===== src/sv/mdst_pkg.sv =====
// shared types, codes and constants of the drive state tracker
package mdst_pkg;

    // result buffer geometry
    localparam int unsigned RES_DEPTH = 4;
    localparam int unsigned RES_PTR_W = $clog2(RES_DEPTH);
    localparam int unsigned RES_CNT_W = $clog2(RES_DEPTH + 1);

    // request types
    localparam logic [1:0] REQ_MSG   = 2'd0;
    localparam logic [1:0] REQ_TICK  = 2'd1;
    localparam logic [1:0] REQ_FORCE = 2'd2;

    // message codes
    localparam logic [3:0] MSG_RUN     = 4'd0;
    localparam logic [3:0] MSG_STOP    = 4'd1;
    localparam logic [3:0] MSG_RESET   = 4'd2;
    localparam logic [3:0] MSG_CALL    = 4'd3;
    localparam logic [3:0] MSG_PROGRAM = 4'd4;
    localparam logic [3:0] MSG_PREPARE = 4'd5;
    localparam logic [3:0] MSG_IDLE    = 4'd6;
    localparam logic [3:0] MSG_CALCING = 4'd7;
    localparam logic [3:0] MSG_CALCEND = 4'd8;
    localparam logic [3:0] MSG_STANDBY = 4'd9;
    localparam logic [3:0] MSG_RUNNING = 4'd10;
    localparam logic [3:0] MSG_ERROR   = 4'd11;

    // reported state codes
    localparam logic [3:0] ST_IDLE    = 4'd0;
    localparam logic [3:0] ST_RUNREQ  = 4'd1;
    localparam logic [3:0] ST_PROGRAM = 4'd2;
    localparam logic [3:0] ST_CALCING = 4'd3;
    localparam logic [3:0] ST_CALCEND = 4'd4;
    localparam logic [3:0] ST_STANDBY = 4'd5;
    localparam logic [3:0] ST_PRERUN  = 4'd6;
    localparam logic [3:0] ST_RUNNING = 4'd7;
    localparam logic [3:0] ST_PRESTOP = 4'd8;

    // configuration register indexes
    localparam logic [2:0] CFG_POLL     = 3'd0;
    localparam logic [2:0] CFG_PREFETCH = 3'd1;
    localparam logic [2:0] CFG_PREPARE  = 3'd2;
    localparam logic [2:0] CFG_AXIS     = 3'd3;
    localparam logic [2:0] CFG_PAGE     = 3'd4;

    localparam logic [15:0] POLL_RESET     = 16'd500;
    localparam logic [15:0] PREFETCH_RESET = 16'd100;
    localparam logic [15:0] PREPARE_RESET  = 16'd5000;

    typedef enum logic [2:0] {
        CMD_NONE    = 3'd0,
        CMD_PREPARE = 3'd1,
        CMD_RUN     = 3'd2,
        CMD_STOP    = 3'd3,
        CMD_QUERY   = 3'd4
    } t_cmd;

    typedef struct packed {
        logic [15:0] poll_period;
        logic [15:0] prefetch_period;
        logic [15:0] prepare_period;
        logic [7:0]  axis_index;
        logic [3:0]  page_index;
    } t_cfg;

    typedef struct packed {
        t_cmd       cmd_kind;
        logic [7:0] cmd_axis;
        logic [3:0] cmd_page;
        logic [3:0] state_now;
        logic       run_requested;
        logic       prepare_fail;
        logic       last;
    } t_result;

    // num is 0 (nothing), 1 (r0) or 2 (r0 then r1)
    typedef struct packed {
        logic [1:0] num;
        t_result    r0;
        t_result    r1;
    } t_push;

endpackage


===== src/sv/mdst_in_if.sv =====
// request channel: valid/ready handshake with the request fields
interface mdst_in_if;
    logic       valid;
    logic       ready;
    logic [1:0] req_type;
    logic [3:0] msg_code;
    logic [3:0] forced_state;
    logic       command_ok;

    modport source (
        output valid, req_type, msg_code, forced_state, command_ok,
        input  ready
    );
    modport sink (
        input  valid, req_type, msg_code, forced_state, command_ok,
        output ready
    );
endinterface


===== src/sv/mdst_out_if.sv =====
// result channel: valid/ready handshake with the result fields
interface mdst_out_if;
    logic       valid;
    logic       ready;
    logic [2:0] cmd_kind;
    logic [7:0] cmd_axis;
    logic [3:0] cmd_page;
    logic [3:0] state_now;
    logic       run_requested;
    logic       prepare_fail;
    logic       last;

    modport source (
        output valid, cmd_kind, cmd_axis, cmd_page, state_now, run_requested,
               prepare_fail, last,
        input  ready
    );
    modport sink (
        input  valid, cmd_kind, cmd_axis, cmd_page, state_now, run_requested,
               prepare_fail, last,
        output ready
    );
endinterface


===== src/sv/mdst_step.sv =====
// request register, tracker state registers and the single-pass step logic
module mdst_step import mdst_pkg::*; (
    input  logic  i_clk,
    input  logic  i_rst_n,
    input  t_cfg  i_cfg,
    input  logic  i_space,
    mdst_in_if.sink i_in,
    output t_push o_push
);

    typedef enum logic [8:0] {
        M_IDLE    = 9'b000000001,
        M_RUNREQ  = 9'b000000010,
        M_PROGRAM = 9'b000000100,
        M_CALCING = 9'b000001000,
        M_CALCEND = 9'b000010000,
        M_STANDBY = 9'b000100000,
        M_PRERUN  = 9'b001000000,
        M_RUNNING = 9'b010000000,
        M_PRESTOP = 9'b100000000
    } t_mode;

    typedef struct packed {
        t_mode       mode;
        logic        run;
        logic        poll_act;
        logic [15:0] poll_rld;
        logic [15:0] poll_cnt;
        logic        prep_act;
        logic [15:0] prep_rld;
        logic [15:0] prep_cnt;
    } t_trk;

    typedef struct packed {
        t_trk       trk;
        t_cmd       cmd0;
        t_cmd       cmd1;
        logic [1:0] ncmd;
    } t_step;

    typedef struct packed {
        logic [1:0] req_type;
        logic [3:0] msg_code;
        logic [3:0] forced_state;
        logic       command_ok;
    } t_req;

    function automatic logic [3:0] f_mode_code(t_mode m);
        logic [3:0] c;
        case (m)
            M_IDLE:    c = ST_IDLE;
            M_RUNREQ:  c = ST_RUNREQ;
            M_PROGRAM: c = ST_PROGRAM;
            M_CALCING: c = ST_CALCING;
            M_CALCEND: c = ST_CALCEND;
            M_STANDBY: c = ST_STANDBY;
            M_PRERUN:  c = ST_PRERUN;
            M_RUNNING: c = ST_RUNNING;
            M_PRESTOP: c = ST_PRESTOP;
            default:   c = ST_IDLE;
        endcase
        return c;
    endfunction

    function automatic t_mode f_code_mode(logic [3:0] c);
        t_mode m;
        case (c)
            ST_IDLE:    m = M_IDLE;
            ST_RUNREQ:  m = M_RUNREQ;
            ST_PROGRAM: m = M_PROGRAM;
            ST_CALCING: m = M_CALCING;
            ST_CALCEND: m = M_CALCEND;
            ST_STANDBY: m = M_STANDBY;
            ST_PRERUN:  m = M_PRERUN;
            ST_RUNNING: m = M_RUNNING;
            ST_PRESTOP: m = M_PRESTOP;
            default:    m = M_IDLE;
        endcase
        return m;
    endfunction

    function automatic t_step f_issue(t_step s, t_cmd k);
        t_step r;
        r = s;
        case (s.ncmd)
            2'd0: begin
                r.cmd0 = k;
                r.ncmd = 2'd1;
            end
            2'd1: begin
                r.cmd1 = k;
                r.ncmd = 2'd2;
            end
            default: ;
        endcase
        return r;
    endfunction

    function automatic t_step f_poll_start(t_step s, logic [15:0] p);
        t_step r;
        r = s;
        r.trk.poll_act = 1'b1;
        r.trk.poll_rld = p;
        r.trk.poll_cnt = p;
        return r;
    endfunction

    function automatic t_step f_prep_start(t_step s, logic [15:0] p);
        t_step r;
        r = s;
        r.trk.prep_act = 1'b1;
        r.trk.prep_rld = p;
        r.trk.prep_cnt = p;
        return r;
    endfunction

    // leaving calc end stops the prepare timer, leaving anything else the poll
    function automatic t_step f_exit(t_step s);
        t_step r;
        r = s;
        if (s.trk.mode == M_CALCEND) begin
            r.trk.prep_act = 1'b0;
        end else begin
            r.trk.poll_act = 1'b0;
        end
        return r;
    endfunction

    function automatic t_step f_set_idle(t_step s);
        t_step r;
        r = f_exit(s);
        r.trk.mode     = M_IDLE;
        r.trk.run      = 1'b0;
        r.trk.poll_act = 1'b0;
        return r;
    endfunction

    function automatic t_step f_go(t_step s, t_mode d, logic ok, t_cfg c);
        t_step r;
        r = f_exit(s);
        r.trk.mode = d;
        case (d)
            M_IDLE: begin
                r.trk.run      = 1'b0;
                r.trk.poll_act = 1'b0;
            end
            M_RUNREQ: begin
                r.trk.run = 1'b1;
            end
            M_CALCEND: begin
                r.trk.poll_act = 1'b0;
                if (r.trk.run) begin
                    r = f_issue(r, CMD_PREPARE);
                    if (!ok) begin
                        r = f_set_idle(r);
                    end else begin
                        r = f_poll_start(r, c.prefetch_period);
                        r = f_prep_start(r, c.prepare_period);
                    end
                end
            end
            M_STANDBY: begin
                r.trk.poll_act = 1'b0;
                if (r.trk.run) begin
                    r.trk.run = 1'b0;
                    r = f_issue(r, CMD_RUN);
                    if (!ok) begin
                        r = f_set_idle(r);
                    end else begin
                        r = f_exit(r);
                        r.trk.mode = M_PRERUN;
                    end
                    // poll restarts even when the run was refused
                    r = f_poll_start(r, c.poll_period);
                end
            end
            default: begin
                r = f_poll_start(r, c.poll_period);
            end
        endcase
        return r;
    endfunction

    function automatic t_step f_status(t_step s, logic [3:0] m, logic ok, t_cfg c);
        t_step r;
        r = s;
        if (m == MSG_PROGRAM) begin
            r = f_go(s, M_PROGRAM, ok, c);
        end else if (m == MSG_CALCING) begin
            r = f_go(s, M_CALCING, ok, c);
        end else if (m == MSG_STANDBY) begin
            r = f_go(s, M_STANDBY, ok, c);
        end else if (m == MSG_RUNNING) begin
            r = f_go(s, M_RUNNING, ok, c);
        end
        return r;
    endfunction

    function automatic t_step f_msg(t_step s, logic [3:0] m, logic ok, t_cfg c);
        t_step r;
        logic  to_idle;
        r = s;
        to_idle = (m == MSG_STOP) || (m == MSG_RESET) || (m == MSG_IDLE) ||
                  (m == MSG_ERROR);
        if (m <= MSG_ERROR) begin
            case (s.trk.mode)
                M_IDLE: begin
                    if (m == MSG_RUN || m == MSG_CALL) begin
                        r.trk.run = 1'b1;
                        r = f_go(r, M_CALCEND, ok, c);
                    end else begin
                        r = f_status(r, m, ok, c);
                    end
                end
                M_RUNREQ: begin
                    if (to_idle) begin
                        r = f_go(r, M_IDLE, ok, c);
                    end else if (m == MSG_CALL) begin
                        r.trk.run = 1'b1;
                        r = f_go(r, M_CALCEND, ok, c);
                    end else if (m == MSG_CALCEND) begin
                        r = f_go(r, M_CALCEND, ok, c);
                    end else begin
                        r = f_status(r, m, ok, c);
                    end
                end
                M_PROGRAM, M_CALCING: begin
                    if (m == MSG_RUN) begin
                        r.trk.run = 1'b1;
                    end else if (m == MSG_IDLE && s.trk.mode == M_PROGRAM) begin
                        r = s;
                    end else if (to_idle) begin
                        r = f_go(r, M_IDLE, ok, c);
                    end else if (m == MSG_CALCEND) begin
                        r = f_go(r, M_CALCEND, ok, c);
                    end else begin
                        r = f_status(r, m, ok, c);
                    end
                end
                M_CALCEND: begin
                    if (m == MSG_RUN || m == MSG_CALL) begin
                        r.trk.run = 1'b1;
                        r = f_poll_start(r, c.prefetch_period);
                        r = f_prep_start(r, c.prepare_period);
                        r = f_issue(r, CMD_PREPARE);
                    end else if (to_idle) begin
                        r = f_go(r, M_IDLE, ok, c);
                    end else if (m == MSG_PREPARE) begin
                        r = f_prep_start(r, c.prepare_period);
                    end else begin
                        r = f_status(r, m, ok, c);
                    end
                end
                M_STANDBY: begin
                    if (m == MSG_RUN) begin
                        r.trk.run = 1'b1;
                        r = f_issue(r, CMD_RUN);
                        r = f_go(r, ok ? M_PRERUN : M_IDLE, ok, c);
                    end else if (to_idle || m == MSG_CALCEND) begin
                        r = f_go(r, M_IDLE, ok, c);
                    end else if (m == MSG_STANDBY) begin
                        if (r.trk.run) begin
                            r.trk.run = 1'b0;
                            r = f_issue(r, CMD_RUN);
                        end
                    end else begin
                        r = f_status(r, m, ok, c);
                    end
                end
                M_PRERUN: begin
                    if (m == MSG_STOP) begin
                        r = f_issue(r, CMD_STOP);
                        r = f_go(r, M_IDLE, ok, c);
                    end else if (to_idle || m == MSG_CALCEND) begin
                        r = f_go(r, M_IDLE, ok, c);
                    end else if (m == MSG_STANDBY) begin
                        r = f_issue(r, CMD_RUN);
                    end else begin
                        r = f_status(r, m, ok, c);
                    end
                end
                M_RUNNING: begin
                    if (m == MSG_STOP) begin
                        r = f_issue(r, CMD_STOP);
                        r = f_go(r, M_PRESTOP, ok, c);
                    end else if (m != MSG_RUNNING) begin
                        r = f_go(r, M_IDLE, ok, c);
                    end
                end
                default: begin
                    // pre-stop
                    if (to_idle) begin
                        r = f_go(r, M_IDLE, ok, c);
                    end else if (m == MSG_CALCEND) begin
                        r = f_go(r, M_CALCEND, ok, c);
                    end else begin
                        r = f_status(r, m, ok, c);
                    end
                end
            endcase
        end
        return r;
    endfunction

    logic    r_in_vld;
    logic    n_in_vld;
    t_req    r_req;
    t_trk    r_trk;
    t_step   n_step;
    logic    acc;
    logic    fire;
    logic    poll_fire;
    logic    prep_fire;
    logic    fail;
    t_result res0;
    t_result res1;

    assign fire       = r_in_vld && i_space;
    assign i_in.ready = !r_in_vld || fire;
    assign acc        = i_in.valid && i_in.ready;
    assign n_in_vld   = acc || (r_in_vld && !fire);

    always_comb begin
        n_step.trk  = r_trk;
        n_step.cmd0 = CMD_NONE;
        n_step.cmd1 = CMD_NONE;
        n_step.ncmd = 2'd0;
        poll_fire   = 1'b0;
        prep_fire   = 1'b0;
        fail        = 1'b0;
        case (r_req.req_type)
            REQ_MSG: begin
                n_step = f_msg(n_step, r_req.msg_code, r_req.command_ok, i_cfg);
            end
            REQ_TICK: begin
                if (r_trk.poll_act) begin
                    if (r_trk.poll_cnt <= 16'd1) begin
                        n_step.trk.poll_cnt = r_trk.poll_rld;
                        poll_fire = 1'b1;
                    end else begin
                        n_step.trk.poll_cnt = r_trk.poll_cnt - 16'd1;
                    end
                end
                if (r_trk.prep_act) begin
                    if (r_trk.prep_cnt <= 16'd1) begin
                        n_step.trk.prep_cnt = r_trk.prep_rld;
                        prep_fire = 1'b1;
                    end else begin
                        n_step.trk.prep_cnt = r_trk.prep_cnt - 16'd1;
                    end
                end
                // query goes out ahead of a resent prepare
                if (poll_fire) begin
                    n_step = f_issue(n_step, CMD_QUERY);
                end
                if (prep_fire && r_trk.mode == M_CALCEND) begin
                    n_step = f_issue(n_step, CMD_PREPARE);
                    fail   = 1'b1;
                end
            end
            REQ_FORCE: begin
                if (r_req.forced_state <= ST_PRESTOP) begin
                    n_step.trk.mode = f_code_mode(r_req.forced_state);
                    if (r_req.forced_state != ST_IDLE &&
                        r_req.forced_state != ST_CALCEND) begin
                        n_step = f_poll_start(n_step, i_cfg.poll_period);
                    end
                end
            end
            default: ;
        endcase
    end

    always_comb begin
        res0.cmd_kind      = (n_step.ncmd == 2'd0) ? CMD_NONE : n_step.cmd0;
        res0.cmd_axis      = (res0.cmd_kind == CMD_NONE) ? 8'd0 : i_cfg.axis_index;
        res0.cmd_page      = (res0.cmd_kind == CMD_NONE) ? 4'd0 : i_cfg.page_index;
        res0.state_now     = f_mode_code(n_step.trk.mode);
        res0.run_requested = n_step.trk.run;
        res0.prepare_fail  = fail;
        res0.last          = (n_step.ncmd != 2'd2);

        res1.cmd_kind      = n_step.cmd1;
        res1.cmd_axis      = i_cfg.axis_index;
        res1.cmd_page      = i_cfg.page_index;
        res1.state_now     = res0.state_now;
        res1.run_requested = n_step.trk.run;
        res1.prepare_fail  = fail;
        res1.last          = 1'b1;

        o_push.r0  = res0;
        o_push.r1  = res1;
        if (!fire) begin
            o_push.num = 2'd0;
        end else if (n_step.ncmd == 2'd0) begin
            o_push.num = 2'd1;
        end else begin
            o_push.num = n_step.ncmd;
        end
    end

    always_ff @(posedge i_clk) begin
        if (!i_rst_n) begin
            r_in_vld <= 1'b0;
            r_trk    <= '{mode: M_IDLE, run: 1'b0, poll_act: 1'b0, poll_rld: 16'd0,
                          poll_cnt: 16'd0, prep_act: 1'b0, prep_rld: 16'd0,
                          prep_cnt: 16'd0};
        end else begin
            r_in_vld <= n_in_vld;
            if (fire) begin
                r_trk <= n_step.trk;
            end
        end
    end

    always_ff @(posedge i_clk) begin
        if (acc) begin
            r_req.req_type     <= i_in.req_type;
            r_req.msg_code     <= i_in.msg_code;
            r_req.forced_state <= i_in.forced_state;
            r_req.command_ok   <= i_in.command_ok;
        end
    end

endmodule


===== src/sv/mdst_res_fifo.sv =====
// result buffer: takes one or two results per cycle, hands out one
module mdst_res_fifo import mdst_pkg::*; (
    input  logic  i_clk,
    input  logic  i_rst_n,
    input  t_push i_push,
    output logic  o_space,
    mdst_out_if.source o_out
);

    t_result                r_mem [RES_DEPTH];
    logic [RES_PTR_W-1:0]   r_wr_ptr;
    logic [RES_PTR_W-1:0]   r_rd_ptr;
    logic [RES_CNT_W-1:0]   r_count;
    logic [RES_PTR_W-1:0]   n_wr_ptr;
    logic [RES_PTR_W-1:0]   n_rd_ptr;
    logic [RES_CNT_W-1:0]   n_count;
    logic [RES_PTR_W-1:0]   wr_ptr1;
    logic                   pop;
    t_result                rd;

    assign pop      = o_out.valid && o_out.ready;
    assign wr_ptr1  = r_wr_ptr + RES_PTR_W'(1);
    assign n_wr_ptr = r_wr_ptr + RES_PTR_W'(i_push.num);
    assign n_rd_ptr = r_rd_ptr + RES_PTR_W'(pop);
    assign n_count  = r_count + RES_CNT_W'(i_push.num) - RES_CNT_W'(pop);
    // room for a full pair regardless of the sink
    assign o_space  = (r_count <= RES_CNT_W'(RES_DEPTH - 2));

    always_ff @(posedge i_clk) begin
        if (i_push.num != 2'd0) begin
            r_mem[r_wr_ptr] <= i_push.r0;
        end
        if (i_push.num == 2'd2) begin
            r_mem[wr_ptr1] <= i_push.r1;
        end
    end

    always_ff @(posedge i_clk) begin
        if (!i_rst_n) begin
            r_wr_ptr <= '0;
            r_rd_ptr <= '0;
            r_count  <= '0;
        end else begin
            r_wr_ptr <= n_wr_ptr;
            r_rd_ptr <= n_rd_ptr;
            r_count  <= n_count;
        end
    end

    assign rd                  = r_mem[r_rd_ptr];
    assign o_out.valid         = (r_count != '0);
    assign o_out.cmd_kind      = rd.cmd_kind;
    assign o_out.cmd_axis      = rd.cmd_axis;
    assign o_out.cmd_page      = rd.cmd_page;
    assign o_out.state_now     = rd.state_now;
    assign o_out.run_requested = rd.run_requested;
    assign o_out.prepare_fail  = rd.prepare_fail;
    assign o_out.last          = rd.last;

endmodule


===== src/sv/motion_drive_state_tracker_top.sv =====
// top level: configuration registers, step stage and result buffer
// throughput: one request per cycle while each gives one result; a two-result tick is
//   buffered at once, and requests stall once more than two results wait unread
// reset: synchronous active low; state idle, timers stopped, registers to defaults,
//   result buffer empty
module motion_drive_state_tracker_top import mdst_pkg::*; (
    input  logic        i_clk,
    input  logic        i_rst_n,
    input  logic        i_cfg_we,
    input  logic [2:0]  i_cfg_idx,
    input  logic [15:0] i_cfg_data,
    mdst_in_if.sink     i_in,
    mdst_out_if.source  o_out
);

    t_cfg  r_cfg;
    t_push push;
    logic  space;

    always_ff @(posedge i_clk) begin
        if (!i_rst_n) begin
            r_cfg.poll_period     <= POLL_RESET;
            r_cfg.prefetch_period <= PREFETCH_RESET;
            r_cfg.prepare_period  <= PREPARE_RESET;
            r_cfg.axis_index      <= 8'd0;
            r_cfg.page_index      <= 4'd0;
        end else if (i_cfg_we) begin
            case (i_cfg_idx)
                CFG_POLL:     r_cfg.poll_period     <= i_cfg_data;
                CFG_PREFETCH: r_cfg.prefetch_period <= i_cfg_data;
                CFG_PREPARE:  r_cfg.prepare_period  <= i_cfg_data;
                CFG_AXIS:     r_cfg.axis_index      <= i_cfg_data[7:0];
                CFG_PAGE:     r_cfg.page_index      <= i_cfg_data[3:0];
                default: ;
            endcase
        end
    end

    mdst_step u_step (
        .i_clk   (i_clk),
        .i_rst_n (i_rst_n),
        .i_cfg   (r_cfg),
        .i_space (space),
        .i_in    (i_in),
        .o_push  (push)
    );

    mdst_res_fifo u_fifo (
        .i_clk   (i_clk),
        .i_rst_n (i_rst_n),
        .i_push  (push),
        .o_space (space),
        .o_out   (o_out)
    );

    // an empty result carries no axis or page
    a_none_clear: assert property (@(posedge i_clk) disable iff (!i_rst_n)
        (o_out.valid && o_out.cmd_kind == CMD_NONE) |->
            (o_out.cmd_axis == 8'd0 && o_out.cmd_page == 4'd0))
        else $error("empty result carries axis or page");

    // prepare timeout is only reported from calc end
    a_fail_calcend: assert property (@(posedge i_clk) disable iff (!i_rst_n)
        (o_out.valid && o_out.prepare_fail) |-> (o_out.state_now == ST_CALCEND))
        else $error("prepare fail outside calc end");

    // only a command can be the first of a pair
    a_pair_cmd: assert property (@(posedge i_clk) disable iff (!i_rst_n)
        (o_out.valid && !o_out.last) |-> (o_out.cmd_kind != CMD_NONE))
        else $error("first of a pair carries no command");

    // the second of a pair is already buffered when the first leaves
    a_pair_next: assert property (@(posedge i_clk) disable iff (!i_rst_n)
        (o_out.valid && o_out.ready && !o_out.last) |=> o_out.valid)
        else $error("second result of a pair missing");

endmodule


===== src/flat_wrapper.sv =====
// flat-port wrapper written by rule: the top's interface ports become plain ports
module motion_drive_state_tracker_top_flat import mdst_pkg::*;
  (i_clk, i_rst_n, i_cfg_we, i_cfg_idx, i_cfg_data, i_in_valid, i_in_req_type, i_in_msg_code, i_in_forced_state, i_in_command_ok, i_in_ready, o_out_valid, o_out_cmd_kind, o_out_cmd_axis, o_out_cmd_page, o_out_state_now, o_out_run_requested, o_out_prepare_fail, o_out_last, o_out_ready);
  mdst_in_if i_in_i ();
  mdst_out_if o_out_i ();
  input  logic i_clk;
  input  logic i_rst_n;
  input  logic i_cfg_we;
  input  logic [2:0] i_cfg_idx;
  input  logic [15:0] i_cfg_data;
  input wire logic [$bits(i_in_i.valid)-1:0] i_in_valid;
  input wire logic [$bits(i_in_i.req_type)-1:0] i_in_req_type;
  input wire logic [$bits(i_in_i.msg_code)-1:0] i_in_msg_code;
  input wire logic [$bits(i_in_i.forced_state)-1:0] i_in_forced_state;
  input wire logic [$bits(i_in_i.command_ok)-1:0] i_in_command_ok;
  output wire logic [$bits(i_in_i.ready)-1:0] i_in_ready;
  output wire logic [$bits(o_out_i.valid)-1:0] o_out_valid;
  output wire logic [$bits(o_out_i.cmd_kind)-1:0] o_out_cmd_kind;
  output wire logic [$bits(o_out_i.cmd_axis)-1:0] o_out_cmd_axis;
  output wire logic [$bits(o_out_i.cmd_page)-1:0] o_out_cmd_page;
  output wire logic [$bits(o_out_i.state_now)-1:0] o_out_state_now;
  output wire logic [$bits(o_out_i.run_requested)-1:0] o_out_run_requested;
  output wire logic [$bits(o_out_i.prepare_fail)-1:0] o_out_prepare_fail;
  output wire logic [$bits(o_out_i.last)-1:0] o_out_last;
  input wire logic [$bits(o_out_i.ready)-1:0] o_out_ready;
  assign i_in_i.valid = i_in_valid;
  assign i_in_i.req_type = i_in_req_type;
  assign i_in_i.msg_code = i_in_msg_code;
  assign i_in_i.forced_state = i_in_forced_state;
  assign i_in_i.command_ok = i_in_command_ok;
  assign i_in_ready = i_in_i.ready;
  assign o_out_valid = o_out_i.valid;
  assign o_out_cmd_kind = o_out_i.cmd_kind;
  assign o_out_cmd_axis = o_out_i.cmd_axis;
  assign o_out_cmd_page = o_out_i.cmd_page;
  assign o_out_state_now = o_out_i.state_now;
  assign o_out_run_requested = o_out_i.run_requested;
  assign o_out_prepare_fail = o_out_i.prepare_fail;
  assign o_out_last = o_out_i.last;
  assign o_out_i.ready = o_out_ready;
  motion_drive_state_tracker_top u_core (.i_clk(i_clk), .i_rst_n(i_rst_n), .i_cfg_we(i_cfg_we), .i_cfg_idx(i_cfg_idx), .i_cfg_data(i_cfg_data), .i_in(i_in_i), .o_out(o_out_i));
endmodule

===== config.mk =====
export PLATFORM = sky130hd
export DESIGN_NAME = motion_drive_state_tracker_top_flat
export DESIGN_NICKNAME = d
export VERILOG_FILES = /design/src/sv/mdst_pkg.sv /design/src/sv/mdst_in_if.sv /design/src/sv/mdst_out_if.sv /design/src/sv/mdst_step.sv /design/src/sv/mdst_res_fifo.sv /design/src/sv/motion_drive_state_tracker_top.sv /design/src/flat_wrapper.sv
export SDC_FILE = /design/constraint.sdc
export NUM_CORES = 1
export LEC_CHECK = 0
export BUFFER_PORTS_ARGS = -buffer_cell sky130_fd_sc_hd__buf_2
export CAP_MARGIN = 5
export CORE_UTILIZATION = 35
export DETAILED_ROUTE_END_ITERATION = 7
export REMOVE_ABC_BUFFERS = 1
export SLEW_MARGIN = 5
export SYNTH_ARGS = -nofsm -noshare
export SYNTH_HDL_FRONTEND = slang
export SYNTH_SLANG_ARGS = --single-unit

===== constraint.sdc =====
create_clock -name i_clk -period 9.55 [get_ports i_clk]
set_clock_uncertainty 0.15 [all_clocks]
set_input_delay 0.955 -clock i_clk [delete_from_list [all_inputs] [get_ports i_clk]]
set_output_delay 0.955 -clock i_clk [all_outputs]
set_load 0.005 [all_outputs]

==> After elaboration in Yosys (flattened, before gate mapping) <==
Memory sizes are Yosys's and may differ from the RTL's. A register that Yosys moved wholly into a read port is not among the register bits.
Index checks and enable logic that the tools add are counted.
{ "word_totals": {"regBits": 155, "latchBits": 0, "mem_bits_rw": 88, "rom_bits": 144, "input_bits": 35, "output_inout_bits": 24, "word_cells": 234, "mem_count": 2} }
{ "op_classes": {"addsub": 7, "n_mul": 0, "div": 0, "order_cmp": 5, "n_eq_ne": 72, "n_shift": 0, "n_mux": 87, "n_bitwise": 1, "n_reduce_logical": 39} }
{ "memory_table": {"columns": ["memory", "words", "width", "rd", "rd_clocked_by_memory_dff", "write_ports", "line", "rtl"], "rows": [
  ["(no name shown)", 16, 9, 1, 1, 0, "mdst_step.sv:67", "case (c)"],
  ["u_core.u_fifo.r_mem", 4, 22, 1, 1, 2, "mdst_res_fifo.sv:10", "t_result r_mem [RES_DEPTH];"]
]} }
{ "op_table": {"columns": ["cell", "n"], "rows": [
  ["2-to-1 mux 84 bit", 30],
  ["one-hot mux 84 bit (7 select lines)", 1],
  ["2-to-1 mux 82 bit", 6],
  ["one-hot mux 84 bit (3 select lines)", 1],
  ["one-hot mux 73 bit (3 select lines)", 1],
  ["2-to-1 mux 80 bit", 2],
  ["2-to-1 mux 74 bit", 2],
  ["2-to-1 mux 16 bit", 4],
  ["inequality test 4 bit (second input constant)", 11],
  ["<= comparator 16 x 1 -> 1 bit (second input constant)", 2],
  ["one-hot mux 4 bit (8 select lines)", 1],
  ["subtractor 16 x 1 -> 16 bit (second input constant)", 2],
  ["2-to-1 mux 8 bit", 3],
  ["inequality test 3 bit (second input constant)", 7],
  ["inequality test 5 bit (second input constant)", 4],
  ["AND reduction 20 bit", 1],
  ["AND reduction 19 bit", 1],
  ["equality test 9 x 2 -> 1 bit (second input constant)", 2],
  ["equality test 9 x 3 -> 1 bit (second input constant)", 2],
  ["equality test 9 x 4 -> 1 bit (second input constant)", 2],
  ["equality test 9 x 5 -> 1 bit (second input constant)", 2],
  ["equality test 9 x 6 -> 1 bit (second input constant)", 2],
  ["equality test 9 x 7 -> 1 bit (second input constant)", 2],
  ["equality test 9 x 8 -> 1 bit (second input constant)", 2],
  ["other kinds (51)", 118]
]} }

==> Logic depth before layout (Yosys ltp) <==
{ "logic_depth": {"depth_word": 19, "depth_mapped": 16, "mapped_depth_nobuf": 14} }

==> By module <==
Synthesis repeated with hierarchy kept, for this count alone.
{ "hier_totals": {"cells_unflattened": 1999, "hier_area_um2": 17664.4} }
{ "by_module_without_submodules": {"columns": ["module", "n_inst", "cells_each", "area_per_inst_um2", "seq_area_each_um2"], "rows": [
  ["mdst_step", 1, 1514, 10610.2, 2052.0],
  ["mdst_res_fifo", 1, 258, 4715.8, 2782.7],
  ["motion_drive_state_tracker_top", 1, 227, 2338.5, 1201.2]
]} }

==> Worst setup path before layout <==
No wires, ideal clock.
{ "synth_timing": {"path_type": "register -> register", "startpoint": "reg u_core.u_step.r_trk[4] (netlist name)", "endpoint": "mem u_core.u_fifo.r_mem[3][4] (netlist name) (data pin)", "setup_time_ns": 0.176, "arrival_time_ns": 3.908, "path_slack_ns": 5.316, "path_stages_with_launch": 16, "period_less_slack_ns": 4.234, "path_cell_list": "dfxtp_1 -> clkbuf_1 -> nor4_1 -> o2111ai_1 -> or2_2 -> clkbuf_1 -> clkbuf_1 -> nor2_1 -> ha_1 -> nor2_1 -> nor2_1 -> or2_2 -> clkbuf_1 -> inv_1 -> nand2_1 -> nor4_1"} }
{ "synth_rtl": {"columns": ["item", "line", "rtl"], "rows": [
  ["start, declared", "mdst_step.sv:308", "t_trk r_trk;"],
  ["start signal, assigned", "mdst_step.sv:405", "r_trk <= '{mode: M_IDLE, run: 1'b0, poll_act: 1'b0, poll_rld: 16'd0,"],
  ["start signal, assigned", "mdst_step.sv:411", "r_trk <= n_step.trk;"],
  ["end, declared", "mdst_res_fifo.sv:10", null]
]} }

==> Final worst setup path <==
{ "layout_timing": {"startpoint": "reg u_core.u_step.r_trk[69] (netlist name)", "endpoint": "reg u_core.u_step.r_trk[31] (netlist name)"} }
{ "layout_between": {"elab_chain_len": 5, "elab_cells_between_ends": 29, "cone_classes": "eq/ne: 23; mux: 3; reduce/logical: 3"} }
{ "layout_rtl": {"columns": ["item", "line", "rtl"], "rows": [
  ["equality test 9 x 3 -> 1 bit / equality test 9 x 4 -> 1 bit (equally long branches)", "mdst_step.sv:206, mdst_step.sv:230", null],
  ["OR reduction 2 bit", "mdst_step.sv:206", "case (s.trk.mode)"],
  ["one-hot mux 84 bit (7 select lines)", "mdst_step.sv:206", null],
  ["2-to-1 mux 84 bit", "mdst_step.sv:205", "if (m <= MSG_ERROR) begin"],
  ["one-hot mux 84 bit (3 select lines)", "mdst_step.sv:331", "case (r_req.req_type)"]
]} }
Parallel ways exist; a longest one is shown, timed or not. The select of a mux whose other input is x is not followed.
A chain may end at the register's enable or synchronous reset.

==> results.yml <==
outcome:
  status: "complete, no violations"
logic_synthesis:
  yosys_warnings: 0
  netlist_area_mm2: 0.01718
  async_flop_share_pct: 0
  yosysUniqueCellTypes: 104
  synth-edff-count: 91
  synth.avg_cell_area_um2: 8.018
  ys_seq_area_share_pct: 34.68
  ys_seq_elements: 252
  yosys_most_used_dff: "dfxtp_1"
  syn_inst: 2142
worst_setup_path:
  end_kind: "flip-flop"
  required_ns: 9.92
  crit_arrival_ns: 5.33
  cp_max_fo: 15
  worst-setup-path-type: "reg2reg"
  startpoint_type: "flip-flop"
finish:
  syn2layout_area_growth_pct: 9.463
  diodes: 0
  ff_latch_area_mm2: 0.005956
  layout_common_cells: "301 x nand2_1, 206 x nor2_1, 190 x a21oi_1"
  final_layout_size_suffix_gt1_share_pct: 11.50
  stdcell_count: 2720
  utilization_pct: 39.13
  final_common_cell: "nand2_1"
  multi_input_area_mm2: 0.01031
  fin_area_mm2: 0.01880
  final_nets: 2129
  fill_cells: 4886
sta:
  hold_viol_final: 0
  setup_violations: 0
  worst_slack_ns: 4.583
  fin_crit_sh_pct: 52.01
  rsz0062_at_grt: "false"
  fin_worst_hold_slack_ns: 0.3060
  worst_pin_slew_ns: 1.299
  period_minus_slack_ns: 4.967
  slew_viol_final: 0
  slew_headroom_pct: 13.37
  tns_ns: 0
  max_freq_mhz: 201.3
placement:
  pre_cts_ws_ns: 4.763
  placed_area_mm2: 0.01777
  numPortBuffers: 58
  dpl.cell_count: 2666
  place_congestion: 0.9800
  dp_hpwl_um: 43860
cts:
  ctsResizeCount: 0
  cts_buffers: 29
  cts_root_buf: "clkbuf_16"
  ctsHoldBuffers: 0
  htreeDepth: 1
  cts_tree: "yes"
  worstSkewPairLatency_ns: 0.60
  clkTransAtPathRegs_ns: 0.07
  clockBufferDepth: 3
  cts_sinks: 252
  postCtsSetupBuffers: 0
global_routing:
  grt_overflow_total: 0
  antenna_found_initial: 0
  grt_usage_pct: 25.56
  first_global_vias: 16547
  grt_pass1_wl_um: 99100
  grt_max_degree: 67
job:
  cap_violations: 0
detailed_routing:
  viasPerCell: 6.450
  routedWlPerCell_um: 24.26
  drc: 0
  dr.pass1.iters: 6
  ant_nets: 0
  dr_total_vias: 17544
  first_iter_violations: 2145
  routed_wl_um: 65990
die:
  core_mm2: 0.04805
  die_y_um: 223.5
  start_util_pct: 35.75
  io_pins: 59
  die_x_um: 223.5
  die_area_mm2: 0.04996
  rows: 80
pwr:
  p_total_mw: 3.888
  vdd.ir_drop.worst_v: 0.0001320
  cellLeakagePower_nw: 6.367
  power_density_mw_per_mm2: 206.8
worst_hold_path:
  hold_class: "reg2reg"
sequential cells by signal (all words and copies together) (netlist names), named ones only:
register                flops
u_core.u_fifo.r_mem        88
u_core.u_fifo.r_count       3
u_core.r_cfg               60
u_core.u_step.r_in_vld      1
u_core.u_fifo.r_rd_ptr      2
u_core.u_step.r_req        11
u_core.u_fifo.r_wr_ptr      2
u_core.u_step.r_trk        76
Yosys cell counts, types with 39 or more instances:
master    count  share of area [%]
o21ai_0     125                3.6
mux2i_1      51                3.0
nand2_1     301                6.6
clkbuf_1    130                2.8
nor2_1      207                4.5
a31oi_1      39                1.4
a21oi_1     191                5.6
nor3_1       53                1.5
nand3_1      55                1.6
dfxtp_1     161                 19
o22ai_1      61                2.2
edfxtp_1     91                 16
a22oi_1      53                2.3
per-layer routing:
layer	GRT usage, %	vias up	share of wire (%)
met5	0	-	0
met3	3.898	256	9.1
met4	12.46	0	5.0
met1	33.73	8323	41
li1	-	7876	-
met2	40.72	1089	45
critical path, cell delays in order, from the launching register on:
cell      delay (ns)
dfxtp_1         0.64
or3_1           0.57
nor2_1          0.46
a31oi_1         0.38
o211a_1         0.19
o211ai_1        0.30
nor3_2          0.97
o21ai_1         0.31
a211oi_2        0.63
mux2i_1         0.26
area by class of cell:
class                      instances  share of cell area (%)
sequential                       252                   31.68
clock inverter                    16                   1.251
clock buffer                      38                   4.253
multi-input combinational       1668                   54.87
timing repair buffer             101                   3.261
inverter                          30                  0.5990
tap                              615                   4.093
worst paths after layout:
check / startpoint / endpoint / slack [ns] / cells after the start
setup reg to reg: u_core.u_step.r_trk[69] / u_core.u_step.r_trk[31] / 4.58 / 9
hold reg to reg: u_core.u_step.r_trk[24] / u_core.u_step.r_trk[24] / 0.31 / 2
hold / removal: u_core.u_step.r_trk[24] / u_core.u_step.r_trk[24] / 0.31 / 2
setup / recovery: u_core.u_step.r_trk[69] / u_core.u_step.r_trk[31] / 4.58 / 9
cells by family (layout without fill, tap and decap cells):
logic type	after synthesis	count (layout)	share of synthesized area (%)
AND/OR/NAND/NOR	839	839	23.84
AO/OA/AOI/OAI	704	704	26.90
flip-flops	252	252	34.68
buffers and inverters	222	185	5.595
multiplexers	79	79	6.250
XOR/XNOR	34	34	1.821
adder cells (fa/ha/maj)	12	12	0.9179
power by group:
part / leakage [nW] / switching, mW / total, mW / internal (mW)
Sequential: 2.14 / 0.108 / 1.29 / 1.18
Clock: 0.503 / 0.494 / 1.22 / 0.729
Combinational: 3.73 / 0.904 / 1.38 / 0.472
(Power assumes the default switching activity.)
